==> config.mk <==
export PLATFORM = sky130hd
export DESIGN_NAME = arp_responder_and_cache_core
export DESIGN_NICKNAME = d
export VERILOG_FILES = /design/src/rtl/core/arpc_pkg.sv /design/src/rtl/core/arp_responder_and_cache_core.sv
export SDC_FILE = /design/constraint.sdc
export NUM_CORES = 1
export LEC_CHECK = 0
export BUFFER_PORTS_ARGS = -buffer_cell sky130_fd_sc_hd__clkbuf_2
export CAP_MARGIN = 40
export CORE_MARGIN = 5
export CORE_UTILIZATION = 50
export CTS_BUF_LIST = sky130_fd_sc_hd__clkbuf_16
export DETAILED_ROUTE_END_ITERATION = 12
export PLACE_DENSITY = 0.77
export SLEW_MARGIN = 30
export SYNTH_ARGS = -nofsm -noshare
export SYNTH_HDL_FRONTEND = slang
export SYNTH_SLANG_ARGS = --single-unit
==> constraint.sdc <==
create_clock -name clk_i -period 18 [get_ports clk_i]
set_clock_uncertainty 0.15 [all_clocks]
set_input_delay 0 -clock clk_i [delete_from_list [all_inputs] [get_ports clk_i]]
set_output_delay 0 -clock clk_i [all_outputs]
set_load 0.005 [all_outputs]
==> src/rtl/core/arpc_pkg.sv <==
// ----------------------------------------------------------------------------
// ARP responder and cache package
// Shared codes, field constants and reset values for the ARP responder core.
// ----------------------------------------------------------------------------
package arpc_pkg;

  // Default sizing of the host-part cache.
  localparam int unsigned CacheEntriesDef = 10;
  localparam int unsigned HostBitsDef     = 8;

  // Field widths fixed by the ARP format.
  localparam int unsigned MacW = 48;
  localparam int unsigned IpW  = 32;

  // Item kinds.
  typedef enum logic [1:0] {
    KIND_PACKET = 2'd0,
    KIND_LOOKUP = 2'd1,
    KIND_BUILD  = 2'd2,
    KIND_NONE   = 2'd3
  } kind_e;

  // Configuration register indexes.
  typedef enum logic [1:0] {
    CFG_OWN_IP   = 2'd0,
    CFG_OWN_MAC  = 2'd1,
    CFG_NET_MASK = 2'd2,
    CFG_UNUSED   = 2'd3
  } cfg_idx_e;

  // Result status codes.
  typedef enum logic [3:0] {
    ST_REPLIED     = 4'd0,
    ST_MALFORMED   = 4'd1,
    ST_NOT_FOR_US  = 4'd2,
    ST_LEARNED     = 4'd3,
    ST_FOREIGN     = 4'd4,
    ST_UNKNOWN_OP  = 4'd5,
    ST_HIT         = 4'd6,
    ST_MISS        = 4'd7,
    ST_REQ_BUILT   = 4'd8
  } status_e;

  // Operation codes of outgoing packets.
  typedef enum logic [1:0] {
    OUT_OP_NONE    = 2'd0,
    OUT_OP_REQUEST = 2'd1,
    OUT_OP_REPLY   = 2'd2
  } out_op_e;

  // Fixed header values of an Ethernet/IPv4 ARP packet.
  localparam logic [10:0] ArpLength    = 11'd28;
  localparam logic [15:0] HwTypeEth    = 16'h0001;
  localparam logic [15:0] ProtoTypeIp4 = 16'h0800;
  localparam logic [7:0]  HwLenEth     = 8'd6;
  localparam logic [7:0]  ProtoLenIp4  = 8'd4;
  localparam logic [15:0] OpRequest    = 16'h0001;
  localparam logic [15:0] OpReply      = 16'h0002;

  localparam logic [MacW-1:0] MacBroadcast = {MacW{1'b1}};

  // Register reset values.
  localparam logic [IpW-1:0] OwnIpRst   = 32'h0000_0000;
  localparam logic [IpW-1:0] NetMaskRst = 32'hFFFF_FF00;

endpackage

==> src/rtl/core/arp_responder_and_cache_core.sv <==
// ----------------------------------------------------------------------------
// ARP responder and cache core
// Checks received ARP packets, answers requests, learns replies from the own
// subnet into a small round-robin cache, serves lookups and builds requests.
// ----------------------------------------------------------------------------
//
//  Channel  | Handshake            | Beat contents
//  ---------+----------------------+------------------------------------------
//  item in  | start, busy          | kind_i .. target_ip_i
//  result   | done_o (1-cycle)     | send_packet_o .. status_o
//  config   | cfg_we_i, cfg_idx_i  | cfg_wdata_i (own_ip, own_mac, net_mask)
//
// A packet that needs no cache access (reply, build, rejects) gives its
// result in the cycle after acceptance. A lookup or a learned reply scans the
// cache one entry per cycle through the single registered read port of the
// cache memory and its one host comparator, and stops early on a hit. busy is
// high during the scan. Reset clears the valid bits at once, so no clearing
// pass is needed. The result beat cannot be stalled.
module arp_responder_and_cache_core #(
  parameter int unsigned CACHE_ENTRIES = arpc_pkg::CacheEntriesDef,
  parameter int unsigned HOST_BITS     = arpc_pkg::HostBitsDef
) (
  input  logic        clk_i,
  input  logic        rst_ni,
  // Configuration write port
  input  logic        cfg_we_i,
  input  logic [1:0]  cfg_idx_i,
  input  logic [47:0] cfg_wdata_i,
  // Item input
  input  logic        start,
  output logic        busy,
  input  logic [1:0]  kind_i,
  input  logic [10:0] packet_length_i,
  input  logic [15:0] hardware_type_i,
  input  logic [15:0] protocol_type_i,
  input  logic [7:0]  hw_addr_len_i,
  input  logic [7:0]  proto_addr_len_i,
  input  logic [15:0] operation_i,
  input  logic [47:0] sender_mac_i,
  input  logic [31:0] sender_ip_i,
  input  logic [31:0] target_ip_i,
  // Result output
  output logic        done_o,
  output logic        send_packet_o,
  output logic [1:0]  out_operation_o,
  output logic [47:0] out_target_mac_o,
  output logic [31:0] out_target_ip_o,
  output logic        found_o,
  output logic [47:0] found_mac_o,
  output logic [3:0]  status_o
);

  localparam int unsigned IdxW = (CACHE_ENTRIES > 1) ? $clog2(CACHE_ENTRIES) : 1;
  localparam logic [IdxW-1:0] LastIdx = IdxW'(CACHE_ENTRIES - 1);

  typedef enum logic {
    S_IDLE,
    S_SCAN
  } state_e;

  state_e state_q;

  // Configuration registers
  logic [31:0] own_ip_q;
  logic [31:0] net_mask_q;

  // Cache memory and per-entry valid bits
  logic [HOST_BITS-1:0] host_mem [CACHE_ENTRIES];
  logic [47:0]          mac_mem  [CACHE_ENTRIES];
  logic [CACHE_ENTRIES-1:0] vld_q;
  logic [HOST_BITS-1:0] rd_host_q;
  logic [47:0]          rd_mac_q;
  logic                 rd_vld_q;

  // Scan sequencer
  logic [IdxW-1:0]      addr_q;
  logic [IdxW-1:0]      pidx_q;
  logic                 pend_q;
  logic                 learn_q;
  logic [HOST_BITS-1:0] host_q;
  logic [47:0]          mac_q;
  logic [IdxW-1:0]      wp_q;

  // Result registers
  logic        done_q;
  logic        send_q;
  logic [1:0]  oop_q;
  logic [47:0] otmac_q;
  logic [31:0] otip_q;
  logic        found_q;
  logic [47:0] fmac_q;
  logic [3:0]  status_q;

  // Decode of an incoming item
  logic                 malformed;
  logic                 need_scan;
  logic                 need_learn;
  logic [31:0]          scan_ip;
  logic [31:0]          host_full;
  logic [HOST_BITS-1:0] scan_host;
  logic                 f_send;
  logic [1:0]           f_op;
  logic [47:0]          f_mac;
  logic [31:0]          f_ip;
  logic [3:0]           f_status;

  // Scan comparison
  logic [HOST_BITS-1:0] rd_host_eff;
  logic [47:0]          rd_mac_eff;
  logic                 hit;
  logic                 miss;
  logic                 finish;
  logic                 mem_we;
  logic [IdxW-1:0]      mem_waddr;

  assign busy = (state_q != S_IDLE);

  // Configuration writes; the own MAC is not stored in this core.
  always_ff @(posedge clk_i or negedge rst_ni) begin
    if (!rst_ni) begin
      own_ip_q   <= arpc_pkg::OwnIpRst;
      net_mask_q <= arpc_pkg::NetMaskRst;
    end else if (cfg_we_i) begin
      unique case (cfg_idx_i)
        arpc_pkg::CFG_OWN_IP:   own_ip_q   <= cfg_wdata_i[31:0];
        arpc_pkg::CFG_NET_MASK: net_mask_q <= cfg_wdata_i[31:0];
        default: ;
      endcase
    end
  end

  // Header checks and the results that need no cache access.
  always_comb begin
    malformed  = (packet_length_i != arpc_pkg::ArpLength)
              || (hardware_type_i != arpc_pkg::HwTypeEth)
              || (protocol_type_i != arpc_pkg::ProtoTypeIp4)
              || (hw_addr_len_i != arpc_pkg::HwLenEth)
              || (proto_addr_len_i != arpc_pkg::ProtoLenIp4);
    need_scan  = 1'b0;
    need_learn = 1'b0;
    f_send     = 1'b0;
    f_op       = arpc_pkg::OUT_OP_NONE;
    f_mac      = '0;
    f_ip       = '0;
    f_status   = arpc_pkg::ST_MALFORMED;
    scan_ip    = sender_ip_i;
    unique case (kind_i)
      arpc_pkg::KIND_PACKET: begin
        if (malformed) begin
          f_status = arpc_pkg::ST_MALFORMED;
        end else if (target_ip_i != own_ip_q) begin
          f_status = arpc_pkg::ST_NOT_FOR_US;
        end else if (operation_i == arpc_pkg::OpRequest) begin
          f_send   = 1'b1;
          f_op     = arpc_pkg::OUT_OP_REPLY;
          f_mac    = sender_mac_i;
          f_ip     = sender_ip_i;
          f_status = arpc_pkg::ST_REPLIED;
        end else if (operation_i == arpc_pkg::OpReply) begin
          if ((sender_ip_i & net_mask_q) != (own_ip_q & net_mask_q)) begin
            f_status = arpc_pkg::ST_FOREIGN;
          end else begin
            need_scan  = 1'b1;
            need_learn = 1'b1;
          end
        end else begin
          f_status = arpc_pkg::ST_UNKNOWN_OP;
        end
      end
      arpc_pkg::KIND_LOOKUP: begin
        need_scan = 1'b1;
        scan_ip   = target_ip_i;
      end
      arpc_pkg::KIND_BUILD: begin
        f_send   = 1'b1;
        f_op     = arpc_pkg::OUT_OP_REQUEST;
        f_mac    = arpc_pkg::MacBroadcast;
        f_ip     = target_ip_i;
        f_status = arpc_pkg::ST_REQ_BUILT;
      end
      default: begin
        f_status = arpc_pkg::ST_MALFORMED;
      end
    endcase
    host_full = scan_ip & ~net_mask_q;
    scan_host = host_full[HOST_BITS-1:0];
  end

  // An entry that was never written reads as host zero with MAC zero.
  always_comb begin
    rd_host_eff = rd_vld_q ? rd_host_q : '0;
    rd_mac_eff  = rd_vld_q ? rd_mac_q : '0;
    hit         = pend_q && (rd_host_eff == host_q);
    miss        = pend_q && !hit && (pidx_q == LastIdx);
    finish      = (state_q == S_SCAN) && (hit || miss);
    mem_we      = finish && learn_q;
    mem_waddr   = hit ? pidx_q : wp_q;
  end

  // Cache memory: one write port, one registered read port.
  always_ff @(posedge clk_i) begin
    if (mem_we) begin
      host_mem[mem_waddr] <= host_q;
      mac_mem[mem_waddr]  <= mac_q;
    end
    rd_host_q <= host_mem[addr_q];
    rd_mac_q  <= mac_mem[addr_q];
  end

  // Sequencer, valid bits and registered results.
  always_ff @(posedge clk_i or negedge rst_ni) begin
    if (!rst_ni) begin
      state_q  <= S_IDLE;
      vld_q    <= '0;
      rd_vld_q <= 1'b0;
      addr_q   <= '0;
      pidx_q   <= '0;
      pend_q   <= 1'b0;
      learn_q  <= 1'b0;
      host_q   <= '0;
      mac_q    <= '0;
      wp_q     <= '0;
      done_q   <= 1'b0;
      send_q   <= 1'b0;
      oop_q    <= arpc_pkg::OUT_OP_NONE;
      otmac_q  <= '0;
      otip_q   <= '0;
      found_q  <= 1'b0;
      fmac_q   <= '0;
      status_q <= arpc_pkg::ST_REPLIED;
    end else begin
      done_q   <= 1'b0;
      rd_vld_q <= vld_q[addr_q];
      unique case (state_q)
        S_IDLE: begin
          if (start) begin
            if (need_scan) begin
              state_q <= S_SCAN;
              addr_q  <= '0;
              pend_q  <= 1'b0;
              learn_q <= need_learn;
              host_q  <= scan_host;
              mac_q   <= sender_mac_i;
            end else begin
              done_q   <= 1'b1;
              send_q   <= f_send;
              oop_q    <= f_op;
              otmac_q  <= f_mac;
              otip_q   <= f_ip;
              found_q  <= 1'b0;
              fmac_q   <= '0;
              status_q <= f_status;
            end
          end
        end
        S_SCAN: begin
          if (finish) begin
            state_q <= S_IDLE;
            pend_q  <= 1'b0;
            done_q  <= 1'b1;
            send_q  <= 1'b0;
            oop_q   <= arpc_pkg::OUT_OP_NONE;
            otmac_q <= '0;
            otip_q  <= '0;
            if (learn_q) begin
              vld_q[mem_waddr] <= 1'b1;
              found_q          <= 1'b0;
              fmac_q           <= '0;
              status_q         <= arpc_pkg::ST_LEARNED;
              // A new host takes the round-robin slot.
              if (miss) begin
                wp_q <= (wp_q == LastIdx) ? '0 : wp_q + IdxW'(1);
              end
            end else begin
              found_q  <= hit;
              fmac_q   <= hit ? rd_mac_eff : '0;
              status_q <= hit ? arpc_pkg::ST_HIT : arpc_pkg::ST_MISS;
            end
          end else begin
            // Issue the next read; the last entry is read only once.
            pend_q <= 1'b1;
            pidx_q <= addr_q;
            if (addr_q != LastIdx) begin
              addr_q <= addr_q + IdxW'(1);
            end
          end
        end
        default: begin
          state_q <= S_IDLE;
        end
      endcase
    end
  end

  assign done_o           = done_q;
  assign send_packet_o    = send_q;
  assign out_operation_o  = oop_q;
  assign out_target_mac_o = otmac_q;
  assign out_target_ip_o  = otip_q;
  assign found_o          = found_q;
  assign found_mac_o      = fmac_q;
  assign status_o         = status_q;

`ifndef SYNTHESIS
  // A result beat follows either a direct item or the end of a scan.
  a_done_source: assert property (@(posedge clk_i) disable iff (!rst_ni)
    done_o |-> ($past(start && !busy) || $past(finish)))
    else $error("result beat without a cause");

  // A hit is only ever reported with the hit status.
  a_found_status: assert property (@(posedge clk_i) disable iff (!rst_ni)
    found_o |-> (status_o == arpc_pkg::ST_HIT))
    else $error("found set with wrong status");

  // The replacement pointer stays inside the cache.
  a_wp_range: assert property (@(posedge clk_i) disable iff (!rst_ni)
    wp_q <= LastIdx)
    else $error("write pointer out of range");

  // The cache is written only while a learned reply finishes its scan.
  a_write_scan: assert property (@(posedge clk_i) disable iff (!rst_ni)
    mem_we |=> (done_o && status_o == arpc_pkg::ST_LEARNED))
    else $error("cache write without a learned result");
`endif

endmodule
Word level (Yosys, flattened, before mapping). Memories as Yosys holds them, arrays and structs flattened. A register that Yosys moved wholly into a read port is not among the register bits. Cells that the tools add are included.

RAM bits: 560. Output and inout port bits: 138. Input bits: 243. Register bits: 283. Memories kept: 2. Word-level logic and storage cells: 168.

Magnitude comparators: 3. Eq/ne operators: 22. $add $sub $neg: 2. Muxes and demuxes: 89. Reductions and logical operators: 23. Bitwise operators: 7.

Memories: mac_mem (words 10, width 48, read ports 1, clocked after Yosys merged registers in 1, write ports 1, line arp_responder_and_cache_core.sv:69) `logic [47:0] mac_mem [CACHE_ENTRIES];`; host_mem (words 10, width 8, read ports 1, clocked after Yosys merged registers in 1, write ports 1, line arp_responder_and_cache_core.sv:68) `logic [HOST_BITS-1:0] host_mem [CACHE_ENTRIES];`.

Operators with widths (number): $mux W48 (12); $pmux W48 S2 (3); $mux W32 (6); $pmux W32 S2 (2); $and A32 B32 Y32 (2); $ne A32 B32 Y1 (2); $mux W4 (13); $mux W1 (29); $pmux W4 S2 (3); $eq A16 B1 Y1 const B (1); $eq A16 B2 Y1 const B (1); $mux W8 (2); $ne A16 B1 Y1 const B (1); $ne A16 B12 Y1 const B (1); $ne A8 B3 Y1 const B (2); $pmux W1 S2 (7); $mux W2 (6); $ne A11 B5 Y1 const B (1); $lt A4 B5 Y1 const B (2); $or A10 B10 Y10 (1); $reduce_and A3 Y1 (3); $add A4 B1 Y4 const B (2); $and A8 B8 Y8 (1); $eq A4 B4 Y1 const B (2); other kinds (19) (41).

Logic depth before layout (Yosys ltp).
Depth after elaboration: 11. Mapped depth: 11. Depth with buffers taken out: 8.

Worst setup path after synthesis. No wires, ideal clock.

Path type: register to register. From: register rd_vld_q. To: register vld_q[2]. Slack: 11.753 ns. Data required time: 17.762 ns. Period minus slack after synthesis: 6.247 ns. Data arrival time: 6.009 ns. Cell stages (with the launch flop): 10. Path buffers: 2. Library setup time: 0.088 ns. Cells stage by stage: dfrtp_1 > buf_2 > nand4b_1 > o22ai_1 > o22a_1 > and3_1 > buf_2 > mux2_2 > nor3_1 > or2_2.

Cells in the longest elaborated chain, start to end: 9. Elaborated cells on any way between the ends: 16. Those cells by class: order compare: 2; eq/ne: 1; mux: 4; bitwise: 1; reduce/logical: 8.

Ends and longest elaborated chain: from (decl) (line arp_responder_and_cache_core.sv:73) `logic rd_vld_q;`; from (signal assigned) (line arp_responder_and_cache_core.sv:233) `rd_vld_q <= vld_q[addr_q];`; $mux W8 * (line arp_responder_and_cache_core.sv:191) `rd_host_eff = rd_vld_q ? rd_host_q : '0;`; $eq A8 B8 Y1 * (line arp_responder_and_cache_core.sv:193) `hit = pend_q && (rd_host_eff == host_q);`; $logic_and A1 B1 Y1 * (line arp_responder_and_cache_core.sv:193); $mux W4 / $logic_not A1 Y1 (equally long branches) (line arp_responder_and_cache_core.sv:197, arp_responder_and_cache_core.sv:194); $lt A4 B5 Y1 (not written as such), or another cell as far along (line arp_responder_and_cache_core.sv:266) `vld_q[mem_waddr] <= 1'b1;`; $logic_and A1 B1 Y1, on equally long branches (line arp_responder_and_cache_core.sv:266, arp_responder_and_cache_core.sv:194); $mux W1 (not written as such) / $logic_or A1 B1 Y1 (equally long branches) (line arp_responder_and_cache_core.sv:266, arp_responder_and_cache_core.sv:195); $demux W1 S4 / $logic_and A1 B1 Y1 (equally long branches) (line arp_responder_and_cache_core.sv:266, arp_responder_and_cache_core.sv:195); $or A10 B10 Y10 (no line) / $reduce_and A3 Y1 (equally long branches); to (signal assigned) (line arp_responder_and_cache_core.sv:214) `vld_q <= '0;`; to (signal, indexed assignment) (line arp_responder_and_cache_core.sv:266); to (decl) (line arp_responder_and_cache_core.sv:70) `logic [CACHE_ENTRIES-1:0] vld_q;`.

Mark *: on every way between the ends. The rest lies on a longest branch, timed or not. A chain may end at the register's enable or synchronous reset.

Final worst setup path.
From: input port hardware_type_i[8]. To: register otip_q[29], in the netlist out_target_ip_o[29].

Cells in the longest elaborated chain, start to end: 10. Elaborated cells on any way between the ends: 14. Those cells by class: eq/ne: 2; mux: 7; reduce/logical: 5.

Ends and longest elaborated chain: from (decl) (line arp_responder_and_cache_core.sv:34) `input logic [15:0] hardware_type_i,`; $ne A16 B1 Y1 * (line arp_responder_and_cache_core.sv:135) `|| (hardware_type_i != arpc_pkg::HwTypeEth)`; $logic_or A1 B1 Y1 * (line arp_responder_and_cache_core.sv:135); $logic_or A1 B1 Y1 * (line arp_responder_and_cache_core.sv:136) `|| (protocol_type_i != arpc_pkg::ProtoTypeIp4)`; $logic_or A1 B1 Y1 * (line arp_responder_and_cache_core.sv:137) `|| (hw_addr_len_i != arpc_pkg::HwLenEth)`; $logic_or A1 B1 Y1 * (line arp_responder_and_cache_core.sv:138) `|| (proto_addr_len_i != arpc_pkg::ProtoLenIp4);`; $mux W32 (line arp_responder_and_cache_core.sv:149) `if (malformed) begin`; $pmux W32 S2 (line arp_responder_and_cache_core.sv:147) `unique case (kind_i)`; $mux W32 (line arp_responder_and_cache_core.sv:237) `if (need_scan) begin`; $mux W32 (line arp_responder_and_cache_core.sv:236) `if (start) begin`; $pmux W32 S2 (line arp_responder_and_cache_core.sv:234) `unique case (state_q)`; to (signal assigned) (line arp_responder_and_cache_core.sv:249) `otip_q <= f_ip;`; to (decl) (line arp_responder_and_cache_core.sv:89) `logic [31:0] otip_q;`.

Mark *: on every way between the ends. The rest lies on a longest branch, timed or not. The select of a mux whose other input is x is not followed.

==> flow_results.org <==
** STA
- Setup violations remaining at the end of the flow were counted as 0.
- Unrepaired setup endpoints after global routing :: no
- Headroom to the max-slew limit came out at 0.452.
- Final setup TNS :: 0 ns
- For the pin with the worst max-slew slack, the measured transition is 0.800 ns.
- Number of failing hold endpoints at the final stage :: 0
- Timing would allow up to approximately 210 MHz.
- Final Max Tran Viols :: 0
- The routed design could run at a clock period as short as 4.68 ns.
- Final critical-path share of the clock period :: 0.260

** Yosys
- Synthesis produced between 2000 and 2500 cells.
- Number of enable flip-flop cells after synthesis :: 560
- Proportion of synthesized flip-flops having asynchronous set or reset :: 0.314
- Area of the mapped netlist :: 35200 µm²
- Most frequent cell after synthesis :: sky130_fd_sc_hd__edfxtp_1
- Synthesized flop and latch total :: about 900
- Predominant post-synthesis flop cell :: sky130_fd_sc_hd__edfxtp_1
- Synth Area per Inst :: around 17 µm²
- When the netlist entered floorplanning its net count stood at about 2300.
- Yosys warning total :: 0
- Synth top cells by count :: sky130_fd_sc_hd__edfxtp_1, sky130_fd_sc_hd__dfrtp_1, sky130_fd_sc_hd__mux2_2
- By area the synthesized netlist is led by sky130_fd_sc_hd__edfxtp_1, sky130_fd_sc_hd__dfrtp_1, sky130_fd_sc_hd__mux4_2, sky130_fd_sc_hd__mux2_2, sky130_fd_sc_hd__dfxtp_1.
- Of the post-synthesis cell area, the dominant cell type holds 0.478.
- Share of synthesized area occupied by flip-flops and latches :: 0.711
- The biggest area contributor in the post-synthesis netlist is sky130_fd_sc_hd__edfxtp_1.
- Synthesis instantiated between 60 and 70 different standard cells from the library.

** Global route
- For this run, the total global-route usage over all layers was measured as 0.232.
- The first global-routing pass estimated roughly 130000 µm of wire.
- The via count of the first global-routing pass came to 22934.
- The number of antenna violations at the first check in global routing came to 7.
- Final global-route overflow total :: 0
- Entering global routing, the biggest net connects between 80 and 90 pins.

** Finish
- Layout cell share with drive strength beyond 1 :: 0.319
- Compared with the post-synthesis result, the final layout area differs by 24.2%.
- Leaving out filler cells and counting taps, the final layout contains between 3000 and 4000.
- Number of fillers in the final layout :: around 4800
- Finished layout cell area :: 43700 µm²
- In the final design database the tool counted ~2900 nets.
- Final core area utilization :: 0.625

** Routing
- Detailed Route WL :: approximately 90000 µm
- Vias after detailed routing :: 21151
- DRC violations left :: 0
- The first detailed-routing pass took 5 iterations.
- Detailed router's first-iteration violation count :: roughly 1500
- The highest metal layer carrying signal wires in the routed design is met5.
- For this block, wires on met1 add up to approximately 34000 µm.
- Routed len/inst :: roughly 24 µm
- The routed design uses 45000 µm of met2 wire.
- After detailed routing, the met3 layer carries 5800 µm of wire.
- Remaining number of nets flagged by the antenna check after routing :: 0
- Vias per std cell :: between 5 and 6

** Power
- PD cells :: roughly 140 nW/µm²
- Of the total power, registers draw 0.488.
- For this design the static power due to leakage is roughly 17 nW.
- In this run the power spent charging and discharging nets is approximately 1.8 mW.
- Power share of the combinational group :: 0.216
- The internal portion of the total power is 4.36 mW.
- Maximum resistive drop on vdd :: between 0.08 and 0.09 mV
- Of the total power, the clock network draws 0.296.
- Of the total power, the share spent switching nets is 0.292.

** Setup path
- The kind of cell with the highest combined delay along the critical path is buffers and inverters.
- Worst reg2reg startpoint :: host_q[6]
- Crit path buf inv count :: 9
- Worst-path cell chain :: dlygate4sd3_1 > clkbuf_2 > nor4_1 > dlygate4sd3_1 > nand2_1 > dlygate4sd3_1 > nor3_1 > dlygate4sd3_1 > nand3b_1 > nor4b_4 > buf_4 > buf_4 > buf_12 > a22o_1 > dlygate4sd3_1 > mux2_4
- Of all nets on the critical path, the largest fanout is 48.
- STA classifies the critical path startpoint as an input pin.
- Capturing point of the worst reg2reg path :: mac_mem[5][2]
- The setup path with the least slack is of type in2reg.
- Data on the critical path arrives at its endpoint at 5.12 ns.
- Slowest cell on crit path :: sky130_fd_sc_hd__dlygate4sd3_1
- In this run the register-to-register setup slack is 13.39 ns.
- Required time of the critical path :: between 15 and 20 ns
- Delay of the slowest cell on the worst path :: ~0.63 ns
- The worst setup path is captured at a register.
- Worst reg-to-reg path cell count :: 8
- Most frequent CP cell :: sky130_fd_sc_hd__dlygate4sd3_1

** Floorplanning
- Die area :: between 70000 and 80000 µm²
- Die boundary height :: ~280 µm
- Initial core utilization :: 0.503
- Core region area :: approximately 70000 µm²
- Width of the chip :: roughly 280 µm
- ~380 I/O pins were placed.
- In this run the core area contains between 90 and 100 standard-cell rows.

** Min path
- Along the worst hold path, the cell count comes to 3.
- Worst Hold Path EP :: net_mask_q[21]
- Min-delay src :: cfg_wdata_i[21]
- Worst hold path class :: in2reg

** Placement
- Cell Count Post-Placement :: 3268
- Placed wire-length estimate :: a little under 50000 µm
- Once placement finished, the instance area stood at 38300 µm².
- In this run the tool buffered the top-level ports with roughly 360 buffer cells.
- Routability cong. :: approximately 0.93

** CTS
- Total of cells resized after clock tree synthesis :: 0
- After clock tree synthesis, the setup repair step added 0 buffers.
- Clock transition at the registers of the reported paths :: approximately 0.060 ns
- The number of clock buffers added by TritonCTS is 91.
- Counting along the longest clock path gives a buffer depth of 3.
- CTS sink cnt :: roughly 900
- The later pin in the worst-skew pair is clocked with a latency of 0.66 ns.
- The number of hold buffers added after CTS was roughly 230.
- TritonCTS built the clock tree.
- Clock root buffer :: sky130_fd_sc_hd__clkbuf_16
- The H-tree generated during clock tree synthesis spans 3 levels.

** Outcome
- Run status :: finished clean

** Flow run
- The tool flagged a number of max-cap violations equal to 0.
[layout make-up]
| type | count | area (µm²) | area share |
|---|---|---|---|
| Timing Repair Buffer | 640 | 4780 | 0.109 |
| Antenna cell | 5 | 12.5 | 0.000286 |
| Tap cell | 940 | 1180 | 0.0269 |
| Inverter | 54 | 205 | 0.00470 |
| Sequential cell | 898 | 25000 | 0.573 |
| Multi-Input combinational cell | 971 | 9550 | 0.219 |
| Clock inverter | 77 | 599 | 0.0137 |
| Clock buffer | 93 | 2330 | 0.0533 |
[worst reg2reg max path, stage by stage (launching register included)]
cell and delay (ns):
sky130_fd_sc_hd__dfrtp_1 0.65, sky130_fd_sc_hd__nand4b_1 0.16, sky130_fd_sc_hd__o22ai_1 0.18, sky130_fd_sc_hd__o22a_1 0.21
sky130_fd_sc_hd__and3_1 0.41, sky130_fd_sc_hd__mux2i_1 0.74, sky130_fd_sc_hd__nand2_1 0.42, sky130_fd_sc_hd__nor2_4 0.62
sky130_fd_sc_hd__buf_4 0.65
[cell usage in the layout, fill, tap and decap left out, drive strengths merged, types with 6 or more instances in the layout]
cell,count
buf,51
nand4,9
nor4,24
nor2,22
dfstp,24
mux2i,109
dfrtp,258
xor2,70
nor3,11
bufinv,6
nand2,33
a22o,82
a211oi,56
dlygate4sd3,226
a22oi,16
o21ai,6
o21a,6
inv,74
clkinv,44
a21oi,117
dfxtp,56
clkbuf,456
mux4,114
clkinvlp,7
nor2b,60
nand3,7
edfxtp,560
o21bai,6
nor3b,8
mux2,159
[how the worst max path moves through the flow]
| stage | start | endpoint | slack [ns] | cells after the start |
|---|---|---|---|---|
| global route | hardware_type_i[8] | out_target_ip_o[18] | 13.07 | 16 |
| detailed placement | host_q[6] | mac_mem[1][32] | 13.45 | 8 |
| global placement | host_q[6] | mac_mem[4][22] | 13.29 | 8 |
| floorplan | rd_vld_q | vld_q[2] | 11.75 | 9 |
| CTS | hardware_type_i[8] | out_target_ip_o[19] | 13.24 | 15 |
| finish | hardware_type_i[8] | out_target_ip_o[29] | 13.32 | 16 |
[sequential cells by signal, summed over array words and instances, names as in the netlist, 48 cells and up]
signal,count
mac_mem,480
host_mem,80
mac_q,48
rd_mac_q,48
out_target_mac_o,48
found_mac_o,48
[per-layer routing]
layer  vias up  GRT usage
met2       838      0.397
met1     10933      0.298
met5         -          0
met4         4     0.0878
li1       9157          -
met3       219     0.0453
[power by group through the flow]
stage	Clock, mW	Sequential (mW)	Combinational, mW
after CTS	1.85	3.02	1.29
after detailed placement	0	3.06	1.23
final	1.82	3.00	1.33
after global routing	1.95	3.05	1.45
after global placement	0	3.05	1.14
after floorplan	0	2.88	0.915
[cell families after synthesis]
family,Yosys count,synth area share
compound gates,311,0.0607
xor+xnor,71,0.0177
fa+ha+maj,2,0.000711
buf+inv,169,0.0195
flops,898,0.711
mux,382,0.156
simple gates,205,0.0342
[stage by stage]
stage / worst slack [ns] / hold WS [ns] / total power, mW
finish: 13.32 / 0.0257 / 6.16
floorplan: 11.75 / -0.446 / 3.79
global route: 13.07 / 0.0112 / 6.45
global placement: 13.29 / -0.0921 / 4.19
CTS: 13.24 / 0.00154 / 6.16
detailed placement: 13.45 / -0.0897 / 4.28
No activity file was read; power rests on OpenSTA's default activity.
